## config.mk

```make
export PLATFORM = sky130hd
export DESIGN_NAME = lpr_cordic_step
export DESIGN_NICKNAME = d
export VERILOG_FILES = /design/src/hdl/lpr_pkg.sv /design/src/hdl/lpr_cordic_step.sv
export SDC_FILE = /design/constraint.sdc
export NUM_CORES = 1
export LEC_CHECK = 0
export CORE_UTILIZATION = 55
export DETAILED_ROUTE_END_ITERATION = 7
export DONT_BUFFER_PORTS = 1
export PLACE_DENSITY_LB_ADDON = 0.15
export SLEW_MARGIN = 20
export SYNTH_ARGS = -nofsm -noshare
export SYNTH_HDL_FRONTEND = slang
export SYNTH_SLANG_ARGS = --single-unit
```

## constraint.sdc

```tcl
create_clock -name vclk -period 8.7
set_input_delay 0.435 -clock vclk [all_inputs]
set_output_delay 0.435 -clock vclk [all_outputs]
set_load 0.05 [all_outputs]
```

## src/hdl/lpr_pkg.sv

```systemverilog
// Shared constants, register codes and the arctangent table for the lidar ROI gate.
// Used by the CORDIC step module and the top level; depends on nothing else.
`timescale 1ns / 1ps
`default_nettype none

package lpr_pkg;

	// Fixed widths of the datapath.
	localparam int RANGE_BITS   = 19;
	localparam int CORDIC_STEPS = 30;
	localparam int CORDIC_W     = 64;
	localparam int ACC_W        = 32;
	localparam int PRESHIFT_TOP = 58;

	// Configuration register codes (word index on the APB port).
	localparam logic [2:0] REG_ORIGIN_X   = 3'd0;
	localparam logic [2:0] REG_ORIGIN_Y   = 3'd1;
	localparam logic [2:0] REG_Z_MIN      = 3'd2;
	localparam logic [2:0] REG_Z_MAX      = 3'd3;
	localparam logic [2:0] REG_RANGE_MIN  = 3'd4;
	localparam logic [2:0] REG_RANGE_MAX  = 3'd5;
	localparam logic [2:0] REG_BEAR_CTR   = 3'd6;
	localparam logic [2:0] REG_BEAR_HALF  = 3'd7;

	// atan(2^-i) in units of 2^-32 turn.
	function automatic logic [ACC_W-1:0] atan_entry(input int unsigned i);
		logic [ACC_W-1:0] t;
		case (i)
			0: t = 32'h20000000;
			1: t = 32'h12E4051E;
			2: t = 32'h09FB385B;
			3: t = 32'h051111D4;
			4: t = 32'h028B0D43;
			5: t = 32'h0145D7E1;
			6: t = 32'h00A2F61E;
			7: t = 32'h00517C55;
			8: t = 32'h0028BE53;
			9: t = 32'h00145F2F;
			10: t = 32'h000A2F98;
			11: t = 32'h000517CC;
			12: t = 32'h00028BE6;
			13: t = 32'h000145F3;
			14: t = 32'h0000A2FA;
			15: t = 32'h0000517D;
			16: t = 32'h000028BE;
			17: t = 32'h0000145F;
			18: t = 32'h00000A30;
			19: t = 32'h00000518;
			20: t = 32'h0000028C;
			21: t = 32'h00000146;
			22: t = 32'h000000A3;
			23: t = 32'h00000051;
			24: t = 32'h00000029;
			25: t = 32'h00000014;
			26: t = 32'h0000000A;
			27: t = 32'h00000005;
			28: t = 32'h00000003;
			29: t = 32'h00000001;
			default: t = '0;
		endcase
		return t;
	endfunction

endpackage

`default_nettype wire

```

## src/hdl/lpr_cordic_step.sv

```systemverilog
// One vectoring rotation of the bearing CORDIC, fixed shift per instance.
// Depends on lpr_pkg for widths and the arctangent table.
`timescale 1ns / 1ps
`default_nettype none

module lpr_cordic_step #(
	parameter int STEP = 0
) (
	input  wire logic signed [lpr_pkg::CORDIC_W-1:0] x,
	input  wire logic signed [lpr_pkg::CORDIC_W-1:0] y,
	input  wire logic        [lpr_pkg::ACC_W-1:0]    ang,
	output logic signed      [lpr_pkg::CORDIC_W-1:0] x_next,
	output logic signed      [lpr_pkg::CORDIC_W-1:0] y_next,
	output logic             [lpr_pkg::ACC_W-1:0]    ang_next
);
	localparam logic [lpr_pkg::ACC_W-1:0] ATAN = lpr_pkg::atan_entry(STEP);

	logic signed [lpr_pkg::CORDIC_W-1:0] xs;
	logic signed [lpr_pkg::CORDIC_W-1:0] ys;

	// Arithmetic shifts round towards minus infinity.
	assign xs = x >>> STEP;
	assign ys = y >>> STEP;

	// Rotate towards the positive x axis, accumulating the angle turned.
	always_comb begin
		if (!y[lpr_pkg::CORDIC_W-1]) begin
			x_next   = x + ys;
			y_next   = y - xs;
			ang_next = ang + ATAN;
		end else begin
			x_next   = x - ys;
			y_next   = y + xs;
			ang_next = ang - ATAN;
		end
	end
endmodule

`default_nettype wire

```

Yosys cells after proc, flatten, opt, wreduce, memory -nomap -nowiden
Index checks and enable logic that the tools add are counted.

word-level totals
  memories = 0
  bits in registers = 0
  ROM bits = 0
  RAM bits = 0
  output and inout bits = 160
  bits in latches = 0

cells by class
  multiply operators = 0
  reductions and logical operators = 0
  add/subtract/negate cells = 5
  shift-type cells = 0
  bitwise logic cells = 0
  magnitude comparators = 0
  div/mod/pow operators = 0
  mux-type cells = 3
  equality and inequality tests = 0

operators with widths
  kind                                                 count
  2-to-1 mux 64 bit                                    2
  subtractor 64 bit                                    2
  adder 64 bit                                         1
  adder 32 x 30 -> 32 bit, second input constant       1
  2-to-1 mux 32 bit                                    1
  subtractor 32 x 30 -> 32 bit, second input constant  1

Logic depth before layout (Yosys ltp)
Gate-level depths: netlist (run 1).

  depth after elaboration = 2
  depth in mapped cells = 15
  depth with buffers taken out = 14

Worst setup path before layout (run 1)
Ideal clock, no wire load.

  path type = in2out
  from = input y[26] (netlist name)
  to = output y_next[57] (netlist name)
  setup slack = 4.332 ns
  arrival time = 3.933 ns
  buffers on the path = 1
  stages = 14
  cells stage by stage = inv_1 -> ha_1 -> buf_2 -> a21oi_1 -> o21bai_1 -> a21oi_1 -> nor2_1 -> nor3_1 -> a2bb2oi_1 -> nand3_1 -> a2111oi_2 -> nor3_1 -> a221o_1 -> a211oi_1

on the way
  longest elaborated chain between the ends = 2
  elaborated cells on any way between the ends = 3
  those cells by class = 2 x add/sub; 1 x mux

RTL lines
  element                                            RTL line                                      text
  start: declaration                                 lpr_cordic_step.sv:10                         input wire logic signed [lpr_pkg::CORDIC_W-1:0] y,
  subtractor 64 bit or adder 64 bit (tied branches)  lpr_cordic_step.sv:29, lpr_cordic_step.sv:33
  2-to-1 mux 64 bit (*)                              lpr_cordic_step.sv:27                         if (!y[lpr_pkg::CORDIC_W-1]) begin
  end: declaration                                   lpr_cordic_step.sv:13                         output logic signed [lpr_pkg::CORDIC_W-1:0] y_next,

Mark *: on every way between the ends. The rest lies on a longest branch, timed or not.

Worst setup path after layout (run 1)
  from = input y[15] (netlist name)
  to = output y_next[54] (netlist name)

The elaborated chain is that of the path after synthesis.

==> results of run 1 <==
==> critical path, cell delays in order <==
cell                       delay, ns
sky130_fd_sc_hd__inv_1          0.02
sky130_fd_sc_hd__ha_1           0.58
sky130_fd_sc_hd__inv_1          0.29
sky130_fd_sc_hd__a21oi_1        0.21
sky130_fd_sc_hd__o31ai_1        0.09
sky130_fd_sc_hd__a211oi_1       0.53
sky130_fd_sc_hd__nand3b_1       0.20
sky130_fd_sc_hd__a311oi_1       0.60
sky130_fd_sc_hd__nor2_1         0.16
sky130_fd_sc_hd__a211oi_1       0.53
sky130_fd_sc_hd__nor2_1         0.08
sky130_fd_sc_hd__a31o_1         0.27
sky130_fd_sc_hd__xnor2_1        0.87
==> metal layers <==
metal,vias to the layer above,part of all wire (%),track usage (%)
li1,6657,-,-
met1,6623,41,52.11
met2,920,45,62.31
met3,119,11,4.277
met4,0,3.4,12.10
met5,-,0,0
==> synth_stat cells, drive strengths merged, types with 28 or more instances <==
library cell and n:
buf 78, nor2 156, inv 200, o21bai 72, a21o 35, ha 190, clkbuf 52, nor3 41
nand4 54, a21oi 320, o21ai 148, o31ai 28, xnor2 119, nand2 110
==> layout make-up <==
type / count / area, um2 / area share, %
multi-input cells: 1587 / 10920 / 88.04
well taps: 280 / 350.3 / 2.824
inverters: 204 / 765.7 / 6.172
repair buffers: 49 / 367.9 / 2.965
==> power by group through the flow <==
| stage | sequential (mW) | clock, mW | combinational, mW |
|---|---|---|---|
| 2_1_floorplan | 0 | 0 | 1.27 |
| 3_3_place_gp | 0 | 0 | 1.54 |
| 3_5_place_dp | 0 | 0 | 1.54 |
| 4_1_cts | 0 | 0 | 1.55 |
| 5_1_grt | 0 | 0 | 1.66 |
| 6_report | 0 | 0 | 1.58 |
==> per-stage QoR <==
step	setup slack [ns]	std cells
after detailed placement	3.449	2120
after global routing	3.131	2120
final	3.373	2120
after global placement	3.508	2120
after CTS	3.449	2120
after floorplan	4.332	1921
==> how the worst max path moves through the flow <==
| stage | start | to |
|---|---|---|
| after floorplan | y[26] | y_next[57] |
| after global placement | y[15] | y_next[54] |
| after detailed placement | y[15] | y_next[54] |
| after CTS | y[15] | y_next[54] |
| after global routing | y[15] | y_next[54] |
| final | y[15] | y_next[54] |
==> cell families after synthesis <==
group                      count (synthesis)
adders and majority gates                194
AOI/OAI and AO/OA                        760
xor gates and xnor gates                 125
buffers and inverters                    334
muxes                                     22
and+or+nand+nor                          486
==> reports/qor.csv, run 1 <==
metric,value,unit
GR Util All Layers,38.26,%
antenna violations before repair,0,
per-cell routed wire length,21.91,um
register area,0,um2
kind of end point of the critical path,output pin,
half-perimeter wire length of the detailed placement result,37850,um
outcome,"finished, final reports clean",
via count of the first global-routing pass,12855,
sequential cell count,0,
XOR/XNOR share of the synthesized area,8.922,%
CP Data Arrival Time,4.89,ns
portion of synthesized cell area occupied by the leading cell type,19.37,%
post-route fraction of the period consumed by the critical path,61.23,%
Antenna Cells,0,
count of unique library cells instantiated by Yosys,83,
Vias per Instance,6.754,
Worst Hold Endpoint,ang_next[10],
number of nets in the final layout,2196,
worst hold margin,0.8700,ns
slew at the pin closest to its max-slew limit,1.189,ns
Fmax achieved,187.7,MHz
combinational family with the most area after synthesis,compound AO/OA/AOI/OAI gates,
area added between synthesis and finish,1.111,%
# port buffers,0,
relative slew slack,20.15,%
number of remaining DRC errors,0,
Synth Area per Inst,6.388,um2
number of iterations in the first detailed-routing pass,6,
final critical path time including I/O delays and setup,5.327,ns
switching part of the total power,74.33,%
CLK BUF,0,
Antenna Nets Post-Route,0,
total setup violations reported at the end of the flow,0,
Site Rows,54,
post-CTS sizing,0,
proportion of power drawn by the clock network,0,%
P_leak,5.504,nW
overall power after layout,1.583,mW
layout cell share with drive strength beyond 1,5.380,%
Die Area,22910,um2
total negative slack for setup checks,0,ns
number of hold violations in the final report,0,
horizontal extent of the die,151.4,um
cell type contributing the most total cell area after synthesis,sky130_fd_sc_hd__ha_1,
sequential cell area fraction in the yosys report,0,%
post-CTS setup buffers,0,
instance area after placement,12380,um2
largest net degree at the start of global routing,174,
netlist area before placement,12270,um2
"post-synthesis share of cell area spent on and, or, nand and nor gates",19.31,%
required time of the worst setup path,8.27,ns
I/O pins,320,
share of synthesized area spent on multiplexers,1.795,%
Synth Area in Compound Gates,38.37,%
most frequent standard cell in the layout excluding fill and tap cells,sky130_fd_sc_hd__a21oi_1,
adder and majority cell fraction of the synthesized area,20.03,%
kind of start point of the critical path,input port,
fill cell instance count of the final layout,2259,
first-pass GRT wire length,69650,um
Pwr per Cell Area,127.6,nW/um2
HP Class,in -> out,
most area-consuming cells after synthesis,"sky130_fd_sc_hd__ha_1 19%, sky130_fd_sc_hd__a21oi_1 13%, sky130_fd_sc_hd__xnor2_1 8.5%",
internal power summed over all cells,406.3,uW
Setup CP Type,in -> out,
most frequent cells in the layout,"319 x sky130_fd_sc_hd__a21oi_1, 197 x sky130_fd_sc_hd__inv_1, 190 x sky130_fd_sc_hd__ha_1",
worst voltage drop across the vdd grid,105.8,uV
net switching power of the design,1.177,mW
routability-driven placement congestion ratio,1.005,
setup repair after global routing missed its margin,no,
number of nets produced by synthesis,2275,
Critical Path Fanout Max,14,
Max Cap Viol,0,
WL final,46450,um
proportion of power drawn by combinational gates,100.0,%
Hold Crit Start,ang[10],
Hold Path Cell Cnt,0,
residual overflow from global routing,0,
fraction of the core area covered by cells at the end of the flow,56.85,%
area of all placed cells without fillers,12410,um2
placeable core region,21820,um2
via count,14319,
number of hold-repair buffers added at the cts stage,0,
violation count after the first detailed-route iteration,1635,
initial core utilization,56.23,%
cell count after synthesis,1921,
part of the total power dissipated in sequential elements,0,%
Slew Limit Fails,0,
warning count from the yosys run,0,
overall die height,151.4,um
Power figures use the tool's default switching activity.
==> inputs of run 2 (changes only) <==
--- a/config.mk
+++ b/config.mk
@@ -5,6 +5,7 @@
 export SDC_FILE = /design/constraint.sdc
 export NUM_CORES = 1
 export LEC_CHECK = 0
+export ABC_AREA = 1
 export CORE_UTILIZATION = 55
 export DETAILED_ROUTE_END_ITERATION = 7
 export DONT_BUFFER_PORTS = 1
==> constraint.sdc (replaced) <==
create_clock -name vclk -period 5.2
set_input_delay 0.26 -clock vclk [all_inputs]
set_output_delay 0.26 -clock vclk [all_outputs]
set_load 0.05 [all_outputs]
==> run 2 against run 1 <==
Net effect:
- the run now ends with design-rule violations left
- largest cell class unchanged
- routed wire length increased by 61%
- combinational power increased by 85%
- first-iteration DRC count increased by 91%
- via count increased by 60%
- critical path type unchanged
- area after synthesis increased by 53%
- flip-flop and latch count unchanged
- critical path depth decreased by 1
- core utilization decreased by 1.5 points
==> reports/qor.csv, run 2 <==
metric,value,unit,change
outcome,finished with violations,,
violations in the final reports,design-rule violations,,
horizontal extent of the die,186.7,um,+23%
post-CTS sizing,0,,unchanged
layout cell share with drive strength beyond 1,6.335,%,+0.95 points
HP Class,in -> out,,
fill cell instance count of the final layout,3981,,+76%
Antenna Nets Post-Route,0,,unchanged
CP Data Arrival Time,3.11,ns,-1.78 ns
kind of start point of the critical path,input port,,
slew at the pin closest to its max-slew limit,1.161,ns,-0.02791 ns
number of nets produced by synthesis,4225,,+86%
first-pass GRT wire length,111100,um,+60%
number of nets in the final layout,4113,,+87%
Slew Limit Fails,0,,unchanged
Synth Area per Inst,4.848,um2,-24%
Vias per Instance,5.456,,-19%
number of remaining DRC errors,1,,+1
via count of the first global-routing pass,20159,,+57%
violation count after the first detailed-route iteration,3131,,+91%
worst voltage drop across the vdd grid,76.66,uV,-28%
residual overflow from global routing,0,,unchanged
overall power after layout,2.930,mW,+85%
per-cell routed wire length,17.78,um,-19%
number of hold violations in the final report,0,,unchanged
combinational family with the most area after synthesis,simple AND/OR/NAND/NOR gates,,
share of synthesized area spent on multiplexers,0,%,-1.8 points
count of unique library cells instantiated by Yosys,39,,-53%
XOR/XNOR share of the synthesized area,2.474,%,-6.4 points
worst setup margin,1.828,ns,-1.544 ns
number of hold-repair buffers added at the cts stage,0,,unchanged
required time of the worst setup path,4.94,ns,-3.33 ns
Die Area,34860,um2,+52%
Critical Path Fanout Max,5,,-9
Antenna Cells,0,,unchanged
relative slew slack,22.06,%,+1.9 points
total setup violations reported at the end of the flow,0,,unchanged
routability-driven placement congestion ratio,1.110,,+10%
Synth Area in Compound Gates,9.228,%,-29 points
sequential cell area fraction in the yosys report,0,%,unchanged
cell type contributing the most total cell area after synthesis,sky130_fd_sc_hd__nand2_1,,
CLK BUF,0,,unchanged
Max Cap Viol,0,,unchanged
most numerous cell types in the synthesized netlist,"1,515 x sky130_fd_sc_hd__nand2_1, 864 x sky130_fd_sc_hd__inv_1, 297 x sky130_fd_sc_hd__nand3_1, 225 x sky130_fd_sc_hd__nor2_1, 190 x sky130_fd_sc_hd__ha_1",,
GR Util All Layers,40.85,%,+2.6 points
portion of synthesized cell area occupied by the leading cell type,30.30,%,+11 points
"post-synthesis share of cell area spent on and, or, nand and nor gates",52.55,%,+33 points
antenna violations before repair,0,,unchanged
cell count after synthesis,3871,,+100%
most frequent standard cell in the layout excluding fill and tap cells,sky130_fd_sc_hd__nand2_1,,
sequential cell count,0,,unchanged
placeable core region,33530,um2,+54%
final critical path time including I/O delays and setup,3.372,ns,
Pwr per Cell Area,157.9,nW/um2,+24%
Fmax achieved,296.6,MHz,
Site Rows,67,,+24%
most common cell in the netlist,sky130_fd_sc_hd__nand2_1,,
WL final,74770,um,+61%
number of iterations in the first detailed-routing pass,8,,+2
Setup CP Type,in -> out,,
total negative slack for setup checks,0,ns,unchanged
most frequent cells in the layout,"1,515 x sky130_fd_sc_hd__nand2_1, 863 x sky130_fd_sc_hd__inv_1, 297 x sky130_fd_sc_hd__nand3_1",,
Post-Place Setup Slack,1.989,ns,-1.460 ns
area added between synthesis and finish,-1.140,%,
post-CTS setup buffers,0,,unchanged
most area-consuming cells after synthesis,"sky130_fd_sc_hd__nand2_1 30%, sky130_fd_sc_hd__inv_1 17%, sky130_fd_sc_hd__ha_1 13%",,
largest net degree at the start of global routing,126,,-28%
half-perimeter wire length of the detailed placement result,65210,um,+72%
I/O pins,320,,unchanged
adder and majority cell fraction of the synthesized area,13.10,%,-6.9 points
post-route fraction of the period consumed by the critical path,64.84,%,
setup repair after global routing missed its margin,no,,
P_leak,11.81,nW,+110%
warning count from the yosys run,0,,unchanged
# port buffers,0,,unchanged
initial core utilization,55.96,%,-0.26 points
kind of end point of the critical path,output pin,,
via count,22942,,+60%
netlist area before placement,18770,um2,+53%
register area,0,um2,unchanged
overall die height,186.7,um,+23%
==> run 2: final cells by class <==
cell class	count	area, um2	share of cell area, %
inverters	903	3395	18.30
multi-input cells	2849	14560	78.48
well taps	448	560.5	3.022
repair buffers	5	37.54	0.2023
==> run 2: critical path: stages <==
cell                      delay [ns]
sky130_fd_sc_hd__inv_1          0.02
sky130_fd_sc_hd__ha_1           0.20
sky130_fd_sc_hd__fa_1           0.39
sky130_fd_sc_hd__inv_1          0.26
sky130_fd_sc_hd__nand2_1        0.12
sky130_fd_sc_hd__nand3_1        0.31
sky130_fd_sc_hd__nand2_1        0.12
sky130_fd_sc_hd__nand2_1        0.13
sky130_fd_sc_hd__nand2_1        0.08
sky130_fd_sc_hd__nand3_1        0.28
sky130_fd_sc_hd__xor2_1         0.11
sky130_fd_sc_hd__o21ai_1        0.84
==> run 2: final timing paths <==
kind | end | cells after the start | slack, ns | from
worst max-delay path | x_next[24] | 12 | 1.83 | x[0]
worst min-delay path | ang_next[12] | 0 | 0.52 | ang[12]
==> run 2: logic make-up (layout without fill, tap and decap cells) <==
| group | Yosys count | count (layout) |
|---|---|---|
| AND/OR/NAND/NOR | 2280 | 2280 |
| XOR/XNOR | 53 | 53 |
| adder cells (fa/ha/maj) | 194 | 194 |
| AO/OA/AOI/OAI | 322 | 322 |
| buffers and inverters | 1022 | 908 |
==> run 2: where the power goes <==
group	internal [mW]	total, mW	switching, mW
logic	0.639	2.93	2.29
clock network	0	0	0
registers	0	0	0
==> run 2: metrics by stage <==
step                      std cells  util [%]  cell area (um2)  hold slack [ns]
final                          4205     55.32            18550           0.5200
after global routing           4205     55.32            18550           0.5201
after CTS                      4205     55.31            18550           0.5203
after detailed placement       4205     55.31            18550           0.5203
after global placement         4205     55.29            18540           0.5203
after floorplan                3871         -            18770           0.6871
==> run 2: metal layers <==
metal  share of wire [%]  vias up  global-route usage [%]  routed length, um
met1                  41     9972                   56.68              30510
met5                   0        -                       0                  0
met4                 4.4        0                   14.94               3288
met3                  15      197                   7.899              10890
met2                  40     1466                   62.08              30080
li1                    -    11307                       -                  -
